[src/sv/bgrgba_pkg.sv]
// Shared types and constants for the GRBG Bayer 2x2 binning to RGBA block.
`default_nettype none
package bgrgba_pkg;

  // Field and register widths.
  localparam int unsigned BYTE_W  = 8;
  localparam int unsigned CFG_W   = 12;
  localparam int unsigned ROW_W   = 12;
  localparam int unsigned PAIR_W  = 2 * BYTE_W;
  localparam int unsigned CIDX_W  = 1;

  // Size limits and reset values of the configuration registers.
  localparam int unsigned DEF_MAX_OUT_WIDTH = 2048;
  localparam int unsigned MAX_OUT_HEIGHT    = 2048;
  localparam logic [CFG_W-1:0] OUT_WIDTH_RST  = 12'd640;
  localparam logic [CFG_W-1:0] OUT_HEIGHT_RST = 12'd480;

  // Alpha is constant and fully opaque.
  localparam logic [BYTE_W-1:0] ALPHA_OPAQUE = 8'hFF;

  // Configuration register indexes.
  typedef enum logic [CIDX_W-1:0] {
    REG_OUT_WIDTH  = 1'b0,
    REG_OUT_HEIGHT = 1'b1
  } cfg_reg_e;

  // Per-item decisions handed from the position control to the datapath.
  typedef struct packed {
    logic store_wr;   // odd column of an even row: write a byte pair
    logic pix_req;    // odd column of an odd row: read a pair and emit a pixel
    logic frame_end;  // this item closes the frame
  } item_ctrl_t;

endpackage
`default_nettype wire

[src/sv/bgrgba_ctrl.sv]
// Size registers, source column and row counters and the held even-column byte.
`default_nettype none
module bgrgba_ctrl #(
  parameter int unsigned MAX_OUT_WIDTH = bgrgba_pkg::DEF_MAX_OUT_WIDTH,
  parameter int unsigned ADDR_W        = 11
) (
  input  wire logic                             clk_i,
  input  wire logic                             rst_ni,
  input  wire logic                             cfg_we_i,
  input  wire logic [bgrgba_pkg::CIDX_W-1:0]    cfg_idx_i,
  input  wire logic [bgrgba_pkg::CFG_W-1:0]     cfg_data_i,
  input  wire logic                             accept_i,
  input  wire logic [bgrgba_pkg::BYTE_W-1:0]    raw_byte_i,
  output bgrgba_pkg::item_ctrl_t                ctrl_o,
  output logic [ADDR_W-1:0]                     addr_o,
  output logic [bgrgba_pkg::PAIR_W-1:0]         wr_data_o,
  output logic [bgrgba_pkg::BYTE_W-1:0]         held_o
);

  // The 12-bit width register cannot exceed 4095, so the clamp limit is the smaller value.
  localparam int unsigned EFF_MAX = (MAX_OUT_WIDTH > 4095) ? 4095 : MAX_OUT_WIDTH;
  localparam int unsigned COL_W   = $clog2(2 * EFF_MAX);
  localparam int unsigned LCOL_W  = bgrgba_pkg::CFG_W + 1;

  logic [bgrgba_pkg::CFG_W-1:0]  width_q, height_q;
  logic [bgrgba_pkg::CFG_W-1:0]  eff_w, eff_h;
  logic [LCOL_W-1:0]             last_col;
  logic [bgrgba_pkg::ROW_W-1:0]  last_row;
  logic [COL_W-1:0]              col_q, col_d;
  logic [bgrgba_pkg::ROW_W-1:0]  row_q, row_d;
  logic [bgrgba_pkg::BYTE_W-1:0] held_q;
  logic                          at_last_col, at_last_row;

  // Configuration writes.
  always_ff @(posedge clk_i or negedge rst_ni) begin
    if (!rst_ni) begin
      width_q  <= bgrgba_pkg::OUT_WIDTH_RST;
      height_q <= bgrgba_pkg::OUT_HEIGHT_RST;
    end else if (cfg_we_i) begin
      if (cfg_idx_i == bgrgba_pkg::REG_OUT_WIDTH) begin
        width_q <= cfg_data_i;
      end else begin
        height_q <= cfg_data_i;
      end
    end
  end

  // Clamp the sizes and derive the last source column and row.
  always_comb begin
    eff_w = width_q;
    if (width_q == '0) begin
      eff_w = bgrgba_pkg::CFG_W'(1);
    end else if (width_q > bgrgba_pkg::CFG_W'(EFF_MAX)) begin
      eff_w = bgrgba_pkg::CFG_W'(EFF_MAX);
    end
    eff_h = height_q;
    if (height_q == '0) begin
      eff_h = bgrgba_pkg::CFG_W'(1);
    end else if (height_q > bgrgba_pkg::CFG_W'(bgrgba_pkg::MAX_OUT_HEIGHT)) begin
      eff_h = bgrgba_pkg::CFG_W'(bgrgba_pkg::MAX_OUT_HEIGHT);
    end
    last_col = {eff_w, 1'b0} - LCOL_W'(1);
    last_row = bgrgba_pkg::ROW_W'({eff_h, 1'b0} - LCOL_W'(1));
  end

  assign at_last_col = LCOL_W'(col_q) >= last_col;
  assign at_last_row = row_q >= last_row;

  // Raster position stepping, wrapping at row and frame end.
  always_comb begin
    col_d = col_q;
    row_d = row_q;
    if (accept_i) begin
      if (at_last_col) begin
        col_d = '0;
        row_d = at_last_row ? '0 : row_q + 1'b1;
      end else begin
        col_d = col_q + 1'b1;
      end
    end
  end

  always_ff @(posedge clk_i or negedge rst_ni) begin
    if (!rst_ni) begin
      col_q  <= '0;
      row_q  <= '0;
      held_q <= '0;
    end else begin
      col_q <= col_d;
      row_q <= row_d;
      if (accept_i && !col_q[0]) begin
        held_q <= raw_byte_i;
      end
    end
  end

  // Per-item decisions and line store access.
  always_comb begin
    ctrl_o.store_wr  = accept_i && col_q[0] && !row_q[0];
    ctrl_o.pix_req   = accept_i && col_q[0] && row_q[0];
    ctrl_o.frame_end = at_last_col && at_last_row;
  end

  assign addr_o    = ADDR_W'(col_q >> 1);
  assign wr_data_o = {held_q, raw_byte_i};
  assign held_o    = held_q;

endmodule
`default_nettype wire

[config.mk]
export PLATFORM = sky130hd
export DESIGN_NAME = bgrgba_ctrl
export DESIGN_NICKNAME = d
export VERILOG_FILES = /design/src/sv/bgrgba_pkg.sv /design/src/sv/bgrgba_ctrl.sv
export SDC_FILE = /design/constraint.sdc
export NUM_CORES = 1
export LEC_CHECK = 0
export ABC_AREA = 1
export BUFFER_PORTS_ARGS = -buffer_cell sky130_fd_sc_hd__buf_4
export CORE_MARGIN = 2
export CORE_UTILIZATION = 52
export DETAILED_ROUTE_END_ITERATION = 12
export MAX_ROUTING_LAYER = met4
export PLACE_DENSITY = 0.82
export SYNTH_ARGS = -nofsm -noshare
export SYNTH_HDL_FRONTEND = slang
export SYNTH_SLANG_ARGS = --single-unit
[constraint.sdc]
create_clock -name clk_i -period 2.8 [get_ports clk_i]
set_input_delay 0.14 -clock clk_i [delete_from_list [all_inputs] [get_ports clk_i]]
set_output_delay 0.14 -clock clk_i [all_outputs]
set_load 0.02 [all_outputs]
==> flow_metrics.py <==
metrics = {
    "die": {
        "coreArea_um2": 7650,
        "initial_core_util_pct": 53.1,
        "die_w_um": 92.4,
        "rows": 32,
        "pin_count": 63,
        "die_y_um": 92.4,
        "die_area_um2": 8540,
    },
    "clock_network": {
        "insertion_delay_ns": 0.32,
        "cts_buffer_depth": 2,
        "clock_sinks": 56,
        "cts.reportedPaths.clkPinSlew_ns": 0.11,
        "tritoncts": "built",
        "cts_buffers": 5,
        "cts_max_level": 2,
        "cts_root_buffer": "clkbuf_8",
    },
    "power_and_ir_drop": {
        "pwr-share-seq_pct": 33.9,
        "powerDensity_nw_per_um2": 641,
        "swShare_pct": 43.7,
        "total_power_mw": 3.47,
        "clkPwrFrac_pct": 14.0,
        "internal_power_mw": 1.95,
        "p_sw_mw": 1.51,
        "p_leak_nw": 2.70,
        "peakVddDrop_uv": 284,
        "combPwrFrac_pct": 52.1,
    },
    "yosys": {
        "synth-adder-area-share_pct": 8.01,
        "yosys_warnings": 0,
        "seq_area_frac_synth_pct": 34.7,
        "synth_top_family_by_area": "simple AND/OR/NAND/NOR gates",
        "synthSimpleGateAreaFrac_pct": 26.9,
        "synth_xor_area_share_pct": 5.17,
        "muxShareOfSynthArea_pct": 2.22,
        "synth_cell_types": 33,
        "syn_area_um2": 4060,
        "syn_nets": 600,
        "syn_inst": 549,
        "synth_compound_area_share_pct": 10.2,
        "synth-seq-cells": 56,
        "syn_avg_cell_area_um2": 7.40,
    },
    "placed_design": {
        "dp_hpwl_um": 7070,
        "dpl-instance-area_um2": 4680,
        "place_congestion": 0.933,
        "post-place-ws_ns": -0.0738,
        "port-buffer-count": 62,
    },
    "timing": {
        "fin_skew_ns": 0.00766,
        "slew_violations": 0,
        "finalCriticalPeriod_ns": 3.03,
        "max_freq_mhz": 330,
        "period_share_pct": 108,
        "worst_pin_slew_ns": 0.707,
        "finalHoldViolCount": 0,
        "rsz0062_at_grt": "true",
        "finalSetupViolCount": 24,
        "timing.slew.headroom_pct": 52.9,
        "setup_ws_ns": -0.228,
    },
    "route": {
        "wl_um": 11100,
        "drtPass1Iterations": 5,
        "ant_nets": 0,
        "wl_per_cell_um": 15.1,
        "routed_via_density": 5.41,
        "wl_met1_um": 4450,
        "wl_met2_um": 5570,
        "num_vias": 3959,
        "drtIter0Drc": 192,
        "met3_length_um": 664,
        "top_layer": "met4",
        "route.detailed.drc": 0,
    },
    "setup_path": {
        "crit_required_ns": 2.66,
        "crit_end": "ctrl_o[0]",
        "critPathArrivalTime_ns": 2.89,
        "worstSetupStartpoint": "width_q[0]$_DFFE_PN0P_",
        "startpoint_type": "flop",
        "path_max_fanout": 5,
        "rrSetupSlack_ns": -0.17,
        "rr_startpoint": "width_q[0]$_DFFE_PN0P_",
        "rr_endpoint": "row_q[2]$_DFFE_PN0P_",
        "worstSetupPathType": "flop to output port",
        "r2r_cells": 22,
        "critPathCaptureType": "output port",
    },
    "layout": {
        "nets": 680,
        "final_cell_area_um2": 5410,
        "nFillCells": 537,
        "final_common_cell": "nand2_1",
        "final_cell_mix": "nand2_1 (127), buf_4 (99), dfrtp_1 (49)",
        "diodes": 0,
        "utilization_pct": 70.7,
        "area_delta_synth_final_pct": 33.2,
        "drive_above_1_share_pct": 37.9,
    },
    "outcome": {
        "status": "finished, violations left",
        "violations": "setup timing",
    },
    "flow_run": {
        "max_cap_violations": 0,
    },
    "global_route": {
        "grt_max_degree": 57,
        "grtUsageTotal_pct": 24.2,
        "grt_overflow": 0,
        "grt_pass1_wl_um": 16600,
        "grt_antenna_before_repair": 0,
        "grt_pass1_vias": 3714,
    },
    "min_path": {
        "hold_class": "primary input to flop",
    },
}
## power groups by stage
stage          combinational (mW)  sequential, mW  clock, mW
2_1_floorplan               0.992            1.18          0
3_3_place_gp                 1.37            1.15          0
3_5_place_dp                 1.43            1.16          0
4_1_cts                      1.51            1.15      0.473
5_1_grt                      1.96            1.20      0.502
6_report                     1.81            1.17      0.484
## cell usage after synthesis (all sizes together)
library cell    n  area [µm²]
a21boi          1        11.3
a21oi          11        55.1
buf            40         305
clkbuf          4        15.0
dfrtp          50        1250
dfstp           6         158
ha             26         325
inv            54         203
mux2            8        90.1
nand2         169         654
nand3          24         120
nand4          10        62.6
nor2           54         208
nor3            7        40.0
o21a            1        7.51
o21ai          49         249
o21bai          2        15.0
o31ai           1        7.51
o41ai           7        68.8
or2             1        6.26
xnor2          10        87.6
xor2           14         123
## registers in the layout, indices dropped and copies added, names as in the netlist
register  flops
held_o        8
height_q     12
row_q        12
width_q      12
col_q        12
## repair_timing
item                       4_1_cts  5_1_grt
setup buffers                    9        7
pin swaps                       22       47
resized for setup               31      104
cloned                           1        2
setup endpoints to repair       11       25
hold buffers                     1        0
hold endpoints to repair        50        0
## cell type report
type	instances	area [µm²]	area share, %
multi-input combinational	395	2570	47.6
sequential	56	1410	26.1
clock inverter	3	21.3	0.393
timing repair buffer	115	960	17.7
inverter	54	215	3.98
tap	102	128	2.36
timing repair inverter	2	32.5	0.601
clock buffer	5	68.8	1.27
## critical path: stages (launching register included)
cell     delay [ns]
dfrtp_1        0.40
or2_0          0.23
nor2_1         0.12
nand2_1        0.10
nand2_4        0.13
nand2_4        0.08
ha_4           0.18
buf_4          0.14
xor2_2         0.17
ha_1           0.29
nand2_2        0.08
o21ai_1        0.10
o21ai_2        0.21
nand2_2        0.10
nand2_2        0.09
inv_2          0.04
buf_6          0.12
## logic make-up after synthesis
kind of cell    after synthesis
flops                        56
fa+ha+maj                    26
mux                           8
compound gates               72
buf+inv                      98
simple gates                265
xor+xnor                     24
## per-stage QoR
step	hold slack (ns)	setup TNS, ns	cells
floorplan	-0.156	0	549
global placement	0.222	-0.396	708
detailed placement	0.233	-0.438	708
CTS	0.0636	-1.09	727
global route	0.0589	-6.95	732
finish	0.0607	-3.02	732
## per-layer routing
layer  vias to the layer above  GRT usage [%]
met3                        37           2.93
met4                         0           7.46
met1                      1858           30.2
met2                       171           41.4
li1                       1893              -
met5                         -              -
## how the worst min path moves through the flow
| stage | start | to | slack [ns] | depth (start not counted) |
|---|---|---|---|---|
| 2_1_floorplan | rst_ni | col_q[0]$_DFFE_PN0P_ | -0.16 | 0 |
| 3_3_place_gp | rst_ni | col_q[9]$_DFFE_PN0P_ | 0.22 | 1 |
| 3_5_place_dp | rst_ni | col_q[5]$_DFFE_PN0P_ | 0.23 | 1 |
| 4_1_cts | raw_byte_i[5] | held_o[5]$_DFFE_PN0P_ | 0.06 | 2 |
| 5_1_grt | raw_byte_i[0] | held_o[0]$_DFFE_PN0P_ | 0.06 | 2 |
| 6_report | raw_byte_i[5] | held_o[5]$_DFFE_PN0P_ | 0.06 | 2 |
No activity file was read; power rests on OpenSTA's default activity.
