[src/sv/bgrgba_pkg.sv]
// Shared types and constants for the GRBG Bayer 2x2 binning to RGBA block.
`default_nettype none
package bgrgba_pkg;

  // Field and register widths.
  localparam int unsigned BYTE_W  = 8;
  localparam int unsigned CFG_W   = 12;
  localparam int unsigned ROW_W   = 12;
  localparam int unsigned PAIR_W  = 2 * BYTE_W;
  localparam int unsigned CIDX_W  = 1;

  // Size limits and reset values of the configuration registers.
  localparam int unsigned DEF_MAX_OUT_WIDTH = 2048;
  localparam int unsigned MAX_OUT_HEIGHT    = 2048;
  localparam logic [CFG_W-1:0] OUT_WIDTH_RST  = 12'd640;
  localparam logic [CFG_W-1:0] OUT_HEIGHT_RST = 12'd480;

  // Alpha is constant and fully opaque.
  localparam logic [BYTE_W-1:0] ALPHA_OPAQUE = 8'hFF;

  // Configuration register indexes.
  typedef enum logic [CIDX_W-1:0] {
    REG_OUT_WIDTH  = 1'b0,
    REG_OUT_HEIGHT = 1'b1
  } cfg_reg_e;

  // Per-item decisions handed from the position control to the datapath.
  typedef struct packed {
    logic store_wr;   // odd column of an even row: write a byte pair
    logic pix_req;    // odd column of an odd row: read a pair and emit a pixel
    logic frame_end;  // this item closes the frame
  } item_ctrl_t;

endpackage
`default_nettype wire

[src/sv/bgrgba_out.sv]
// Pixel stage after the line store read and the output register with its handshake.
`default_nettype none
module bgrgba_out (
  input  wire logic                             clk_i,
  input  wire logic                             rst_ni,
  input  wire bgrgba_pkg::item_ctrl_t           ctrl_i,
  input  wire logic [bgrgba_pkg::BYTE_W-1:0]    raw_byte_i,
  input  wire logic [bgrgba_pkg::BYTE_W-1:0]    held_i,
  input  wire logic [bgrgba_pkg::PAIR_W-1:0]    pair_i,
  output logic                                  in_stall_o,
  output logic                                  out_valid_o,
  input  wire logic                             out_stall_i,
  output logic [bgrgba_pkg::BYTE_W-1:0]         red_o,
  output logic [bgrgba_pkg::BYTE_W-1:0]         green_o,
  output logic [bgrgba_pkg::BYTE_W-1:0]         blue_o,
  output logic                                  frame_end_o
);

  localparam int unsigned BW = bgrgba_pkg::BYTE_W;

  logic          s1_valid_q, out_valid_q;
  logic [BW-1:0] s1_blue_q, s1_br_q;
  logic          s1_fe_q;
  logic [BW-1:0] red_q, green_q, blue_q;
  logic          fe_q;
  logic [BW-1:0] top_left, top_right, green_d;
  logic          out_take;

  // The output register frees up when empty or when its item is taken.
  assign out_take   = !out_valid_q || !out_stall_i;
  assign in_stall_o = s1_valid_q && !out_take;

  // First stage: holds the bottom row bytes while the line store read completes.
  always_ff @(posedge clk_i or negedge rst_ni) begin
    if (!rst_ni) begin
      s1_valid_q <= 1'b0;
    end else if (!in_stall_o) begin
      s1_valid_q <= ctrl_i.pix_req;
    end
  end

  always_ff @(posedge clk_i) begin
    if (!in_stall_o && ctrl_i.pix_req) begin
      s1_blue_q <= held_i;
      s1_br_q   <= raw_byte_i;
      s1_fe_q   <= ctrl_i.frame_end;
    end
  end

  // Green is the sum of both halved green bytes; the sum cannot overflow.
  assign top_left  = pair_i[2*BW-1:BW];
  assign top_right = pair_i[BW-1:0];
  assign green_d   = (top_left >> 1) + (s1_br_q >> 1);

  // Output register.
  always_ff @(posedge clk_i or negedge rst_ni) begin
    if (!rst_ni) begin
      out_valid_q <= 1'b0;
    end else if (out_take) begin
      out_valid_q <= s1_valid_q;
    end
  end

  always_ff @(posedge clk_i) begin
    if (out_take && s1_valid_q) begin
      red_q   <= top_right;
      green_q <= green_d;
      blue_q  <= s1_blue_q;
      fe_q    <= s1_fe_q;
    end
  end

  assign out_valid_o = out_valid_q;
  assign red_o       = red_q;
  assign green_o     = green_q;
  assign blue_o      = blue_q;
  assign frame_end_o = fe_q;

endmodule
`default_nettype wire
[config.mk]
export PLATFORM = sky130hd
export DESIGN_NAME = bgrgba_out
export DESIGN_NICKNAME = d
export VERILOG_FILES = /design/src/sv/bgrgba_pkg.sv /design/src/sv/bgrgba_out.sv
export SDC_FILE = /design/constraint.sdc
export NUM_CORES = 1
export LEC_CHECK = 0
export ABC_AREA = 0
export BUFFER_PORTS_ARGS = -buffer_cell sky130_fd_sc_hd__buf_4
export CELL_PAD_IN_SITES_DETAIL_PLACEMENT = 1
export CELL_PAD_IN_SITES_GLOBAL_PLACEMENT = 1
export CORE_MARGIN = 10
export CORE_UTILIZATION = 33
export DETAILED_ROUTE_END_ITERATION = 10
export GPL_TIMING_DRIVEN = 0
export PLACE_DENSITY_LB_ADDON = 0.1
export SLEW_MARGIN = 0
export SYNTH_ARGS = -nofsm -noshare
export SYNTH_HDL_FRONTEND = slang
export SYNTH_SLANG_ARGS = --single-unit
[constraint.sdc]
create_clock -name clk_i -period 8.2 [get_ports clk_i]
set_input_delay 1.23 -clock clk_i [delete_from_list [all_inputs] [get_ports clk_i]]
set_output_delay 1.23 -clock clk_i [all_outputs]
set_load 0.01 [all_outputs]
==> results.yml, run 1 <==
timing:
  grt_setup_unrepaired: "no"
  finalCritPeriodShare_pct: 34.9
  tightest_slew_ns: 0.792
  drv_slew: 0
  fin_skew_ns: 0.00529
  setup-tns-final_ns: 0
  finalSetupViolCount: 0
  layout_setup_ws_ns: 5.34
  hold_violations: 0
  slew_headroom_pct: 47.2
  fin_crit_ns: 2.86
  max_clock_freq_mhz: 349
route:
  wirelength_um: 3490
  drt-initial-drc-count: 31
  route.detailed.drc: 0
  antenna_left: 0
  routedWlPerCell_um: 15.6
  via_count: 974
  drtPass1Iterations: 4
  via_per_inst: 4.37
worst_setup_path:
  rr_worst_depth: 7
  cp_num_buf_inv: 3
  crit_fanout: 3
  cp_data_arrival_time_ns: 1.63
  slowest_stage: "buf_4"
  crit_path_frequent_cell: "buf_4"
  r2r_setup_slack_ns: 6.35
  crit_path_start_kind: "input pin"
  critPathRequiredTime_ns: 6.97
  end_kind: "output port"
  r2r-end: "green_o[6]"
  max_stage_delay_ns: 0.14
  crit_family: "buffers and inverters"
  rr_startpoint: "s1_br_q[1]"
  critical_path_class: "in -> out"
  crit_path_cell_trace: "buf_4, nand3_1, inv_1, buf_4"
worst_hold_path:
  whs_endpoint: "frame_end_o"
  min_from: "s1_fe_q"
  hold_class: "reg -> reg"
  holdPathStages: 0
placement:
  hpwl_um: 2740
  dpl_worst_slack_ns: 5.33
  dp.cells: 215
  gp_congestion: 0.726
  dpl-instance-area_sq_um: 2160
  port_buffers: 61
clocking:
  cts_hold_buf: 0
  cts-root-buf: "clkbuf_8"
  cts.sinks: 43
  clk_latency_ns: 0.29
  post-cts-setup-buffers: 0
  cts_resized: 0
  cts_buffers: 5
  cts.reportedPaths.clkPinSlew_ns: 0.08
  cts_tree: "built"
  htreeDepth: 2
  cts_buffer_depth: 2
synthesis:
  synthFlopType: "edfxtp_1"
  async_flop_share_pct: 4.65
  syn_inst: 86
  synth_top_family_by_area: "adder cells"
  synth_area_sq_um: 1600
  synth-xor-area-share_pct: 1.64
  synth_most_common_cell: "edfxtp_1"
  synth_top_area_share_pct: 76.8
  synth_area_per_cell_sq_um: 18.7
  synth_fa_ha_area_share_pct: 6.71
  ys.warnings.count: 0
  synth_enable_flop_cells: 41
  synth_nets: 132
  synth_compound_area_share_pct: 5.54
  synth_simple_gate_area_share_pct: 4.21
  yosysUniqueCellTypes: 24
  netlist_top_cells_area: "edfxtp_1 77%, ha_1 5.5%, dfrtp_1 3.1%"
  ys_seq_area_share_pct: 79.9
  yosys_register_bits: 43
  synth_top_cells_by_count: "41 x edfxtp_1, 7 x ha_1, 6 x inv_1"
  yosys.area.top_type: "edfxtp_1"
  muxShareOfSynthArea_pct: 0.624
layout:
  diodes: 0
  drive_gt1_share_pct: 46.2
  fillers: 483
  area_growth_pct: 43.2
  finalNetCount: 201
  layout.cells.non_filler: 223
  final_area_sq_um: 2300
floorplanning:
  die_w_um: 89.7
  die_h_um: 89.7
  initial_core_util_pct: 34.0
  ios: 65
  dieArea_sq_um: 8050
  core_area_sq_um: 4720
  rows: 25
pwr:
  vdd.ir_drop.worst_uv: 101
  total_power_w: 0.000528
  p_leak_nw: 0.935
  p_per_area_nw_per_um2: 230
global_routing:
  grt_remaining_overflow: 0
  grt_antenna_before_repair: 0
  grt_pass1_vias: 1105
  grt_usage_pct: 9.17
  grt_first_pass_wirelength_um: 5950
  grt_start_max_net_pins: 17
status:
  status: "finished clean"
job:
  drv_cap: 0
## layout by cell type (no fill, tap or decap), drive strengths merged
master / n
o31a: 1
dfrtp: 2
inv: 6
edfxtp: 41
fa: 1
o21a: 1
bufinv: 2
and2: 1
xnor2: 3
mux2i: 1
nand2: 2
a221oi: 1
a311oi: 1
clkbuf: 6
nand3: 1
nand2b: 1
buf: 62
nor2b: 4
ha: 7
nor3: 2
a21oi: 4
nor2: 2
a21boi: 1
o21ai: 2
a21o: 1
## power by group
group / switching [W] / internal (W)
Clock: 0.0000703 / 0.000122
Combinational: 0.0000326 / 0.0000360
Sequential: 0.00000494 / 0.000262
Total: 0.000108 / 0.000420
## registers in the layout, indices dropped and copies added (netlist names)
| signal | cells |
|---|---|
| s1_fe_q | 1 |
| s1_valid_q | 1 |
| frame_end_o | 1 |
| green_o | 8 |
| red_o | 8 |
| s1_blue_q | 8 |
| s1_br_q | 7 |
| blue_o | 8 |
| out_valid_o | 1 |
## layer usage
layer  up-vias  GRT usage, %  share of wire [%]
li1        460             -                  -
met1       465          10.3                 41
met2        43          14.9                 49
met3         6          4.49                8.2
met4         0          2.83                1.3
met5         -             0                  0
## how the worst max path moves through the flow
stage                            from         end  cells past startpoint  slack, ns
after global placement    out_stall_i  green_o[6]                      2       3.58
after CTS                 out_stall_i  in_stall_o                      4       5.33
after floorplan           out_stall_i   blue_o[0]                      1       4.67
final                     out_stall_i  in_stall_o                      4       5.34
after global routing      out_stall_i  in_stall_o                      4       5.28
after detailed placement  out_stall_i  in_stall_o                      4       5.33
## per-stage QoR
| step | hold WS, ns | utilization (%) |
|---|---|---|
| 2_1_floorplan | 0.400 | - |
| 4_1_cts | 0.428 | 48.6 |
| 3_3_place_gp | 0.400 | 45.4 |
| 3_5_place_dp | 0.407 | 45.8 |
| 5_1_grt | 0.436 | 48.6 |
| 6_report | 0.425 | 48.6 |
## logic make-up after synthesis
| group | Yosys count |
|---|---|
| AND/OR/NAND/NOR | 13 |
| flip-flops | 43 |
| XOR/XNOR | 3 |
| buffers and inverters | 6 |
| AO/OA/AOI/OAI | 12 |
| adder cells (fa/ha/maj) | 8 |
| multiplexers | 1 |
## layout make-up
cell class                 instances  area (sq um)  share of cell area [%]
timing repair buffer              62           473                    20.6
multi-input combinational         37           304                    13.2
clock buffer                       6          72.6                    3.16
tap                               67          83.8                    3.65
sequential                        43          1280                    55.8
inverter                           6          22.5                   0.980
clock inverter                     2          60.1                    2.61
Power figures use the tool's default switching activity.
==> run 2: changes to the inputs <==
ABC_AREA = 1   (was 0)
clock period = 2.9 ns   (was 8.2 ns; I/O delays follow)
==> run 2 against run 1 <==
Net effect:
- synthesized cell count is 21% higher
- die area is 1.2% higher
- critical path type is now reg -> reg
- clock skew is 0.0027 ns lower
- highest routed layer unchanged
- area after synthesis is 1.6% higher
- design area is 0.54% lower
- core utilization is 0.58 points lower
==> results.yml, run 2 <==
worst_setup_path:
  cp_num_buf_inv: 1
  crit_fanout: 14
  critPathRequiredTime_ns: 2.91
  end_kind: "flop"
  rr_worst_depth: 2
  critical_path_class: "reg -> reg"
  crit_family: "compound AO/OA/AOI/OAI gates"
  crit_path_cell_trace: "a21oi_2, buf_8"
  cp.depth: 2
  slowest_stage: "a21oi_2"
  max_stage_delay_ns: 0.62
  cp_data_arrival_time_ns: 1.58
  crit_path_start_kind: "flop"
synthesis:
  synth_area_sq_um: 1630
  synth_top_cells_by_count: "41 x edfxtp_1, 21 x nand2_1, 13 x inv_1"
  synth_nets: 150
  synth_area_per_cell_sq_um: 15.7
  ys.warnings.count: 0
  yosysUniqueCellTypes: 15
  synth_enable_flop_cells: 41
  yosys.area.top_type: "edfxtp_1"
  netlist_top_cells_area: "edfxtp_1 76%, ha_1 5.4%, nand2_1 4.8%"
  syn_inst: 104
  yosys_register_bits: 43
  synth_top_area_share_pct: 75.6
  synth_most_common_cell: "edfxtp_1"
  async_flop_share_pct: 4.65
  synthFlopType: "edfxtp_1"
  ys_seq_area_share_pct: 78.6
placement:
  port_buffers: 61
  dpl_worst_slack_ns: 1.12
  gp_congestion: 0.747
  hpwl_um: 2850
  dp.cells: 233
floorplanning:
  die_h_um: 90.3
  initial_core_util_pct: 34.3
  ios: 65
  core_area_sq_um: 4750
  rows: 25
  dieArea_sq_um: 8150
  die_w_um: 90.3
clocking:
  htreeDepth: 2
  post-cts-setup-buffers: 0
  cts.sinks: 43
  cts_buffers: 5
  clk_latency_ns: 0.29
  cts.reportedPaths.clkPinSlew_ns: 0.08
  cts_tree: "built"
  cts_resized: 0
  cts_buffer_depth: 2
  cts-root-buf: "clkbuf_8"
  cts_hold_buf: 1
timing:
  setup-tns-final_ns: 0
  max_clock_freq_mhz: 637
  hold_violations: 0
  fin_crit_ns: 1.57
  drv_slew: 0
  holdWs_ns: 0.311
  grt_setup_unrepaired: "no"
  tightest_slew_ns: 0.779
  fin_skew_ns: 0.00255
  slew_headroom_pct: 48.0
  finalSetupViolCount: 0
  finalCritPeriodShare_pct: 54.1
  layout_setup_ws_ns: 1.33
route:
  routed.top_layer: "met4"
  wl_met2_um: 1820
  wirelength_um: 3600
  route.detailed.drc: 0
  dr_wl_met3_um: 276
  drtPass1Iterations: 2
  antenna_left: 0
  routedWlPerCell_um: 14.9
  drt-met1-wl_um: 1440
  via_per_inst: 4.23
  via_count: 1023
  drt-initial-drc-count: 26
layout:
  mostFrequentLayoutCells: "61 x buf_4, 41 x edfxtp_1, 21 x nand2_1"
  layout.cells.non_filler: 242
  finalNetCount: 220
  final_util_pct: 48.1
  final_common_cell: "buf_4"
  diodes: 0
  fillers: 506
  area_growth_pct: 40.2
  drive_gt1_share_pct: 41.7
global_routing:
  grt_antenna_before_repair: 0
  grt_first_pass_wirelength_um: 6050
  grt_usage_pct: 9.44
  grt_pass1_vias: 1182
  grt_start_max_net_pins: 17
  grt_remaining_overflow: 0
job:
  drv_cap: 0
pwr:
  p_leak_nw: 0.991
  p_per_area_nw_per_um2: 604
  vdd.ir_drop.worst_uv: 292
status:
  status: "finished clean"
worst_hold_path:
  hold_class: "in -> reg"
  holdPathStages: 1
run 2: stage by stage:
step / total power (W) / cell area, sq um
floorplan: 0.000891 / 1630
global placement: 0.00101 / 2170
detailed placement: 0.00103 / 2190
CTS: 0.00140 / 2280
global route: 0.00146 / 2280
finish: 0.00138 / 2280
run 2: path summary, 6_finish.rpt:
kind / startpoint / to / slack [ns]
max in group asynchronous: rst_ni / s1_valid_q / 2.36
min: held_i[2] / s1_blue_q[2] / 0.31
min reg2reg: s1_blue_q[7] / blue_o[7] / 0.43
max reg2reg: out_valid_o / blue_o[7] / 1.33
max: out_valid_o / blue_o[7] / 1.33
min in group asynchronous: rst_ni / out_valid_o / 0.45
run 2: metal layers:
layer	track usage [%]	vias up
met2	15.4	41
met3	4.66	7
li1	-	494
met4	3.98	0
met5	0	-
met1	10.2	481
run 2: power breakdown:
group	internal (W)	switching [W]	leakage, nW
Sequential	0.000758	0.0000168	0.415
Clock	0.000168	0.000207	0.0412
Combinational	0.000113	0.000118	0.535
Total	0.00104	0.000341	0.991
run 2: logic make-up after synthesis:
kind of cell               share of synthesized area [%]
DFF                                                 78.6
and+or+nand+nor                                     8.68
buffers and inverters                               3.23
adders and majority gates                           6.61
AOI/OAI and AO/OA                                   1.23
xor gates and xnor gates                            1.61
run 2: cell type report:
cell class	instances	area, sq um	area share [%]
clock buffers	6	72.6	3.18
flip-flops and latches	43	1280	56.1
clock inverters	2	12.5	0.548
inverters	14	52.6	2.30
well taps	67	83.8	3.67
multi-input cells	47	299	13.1
repair buffers	63	483	21.1
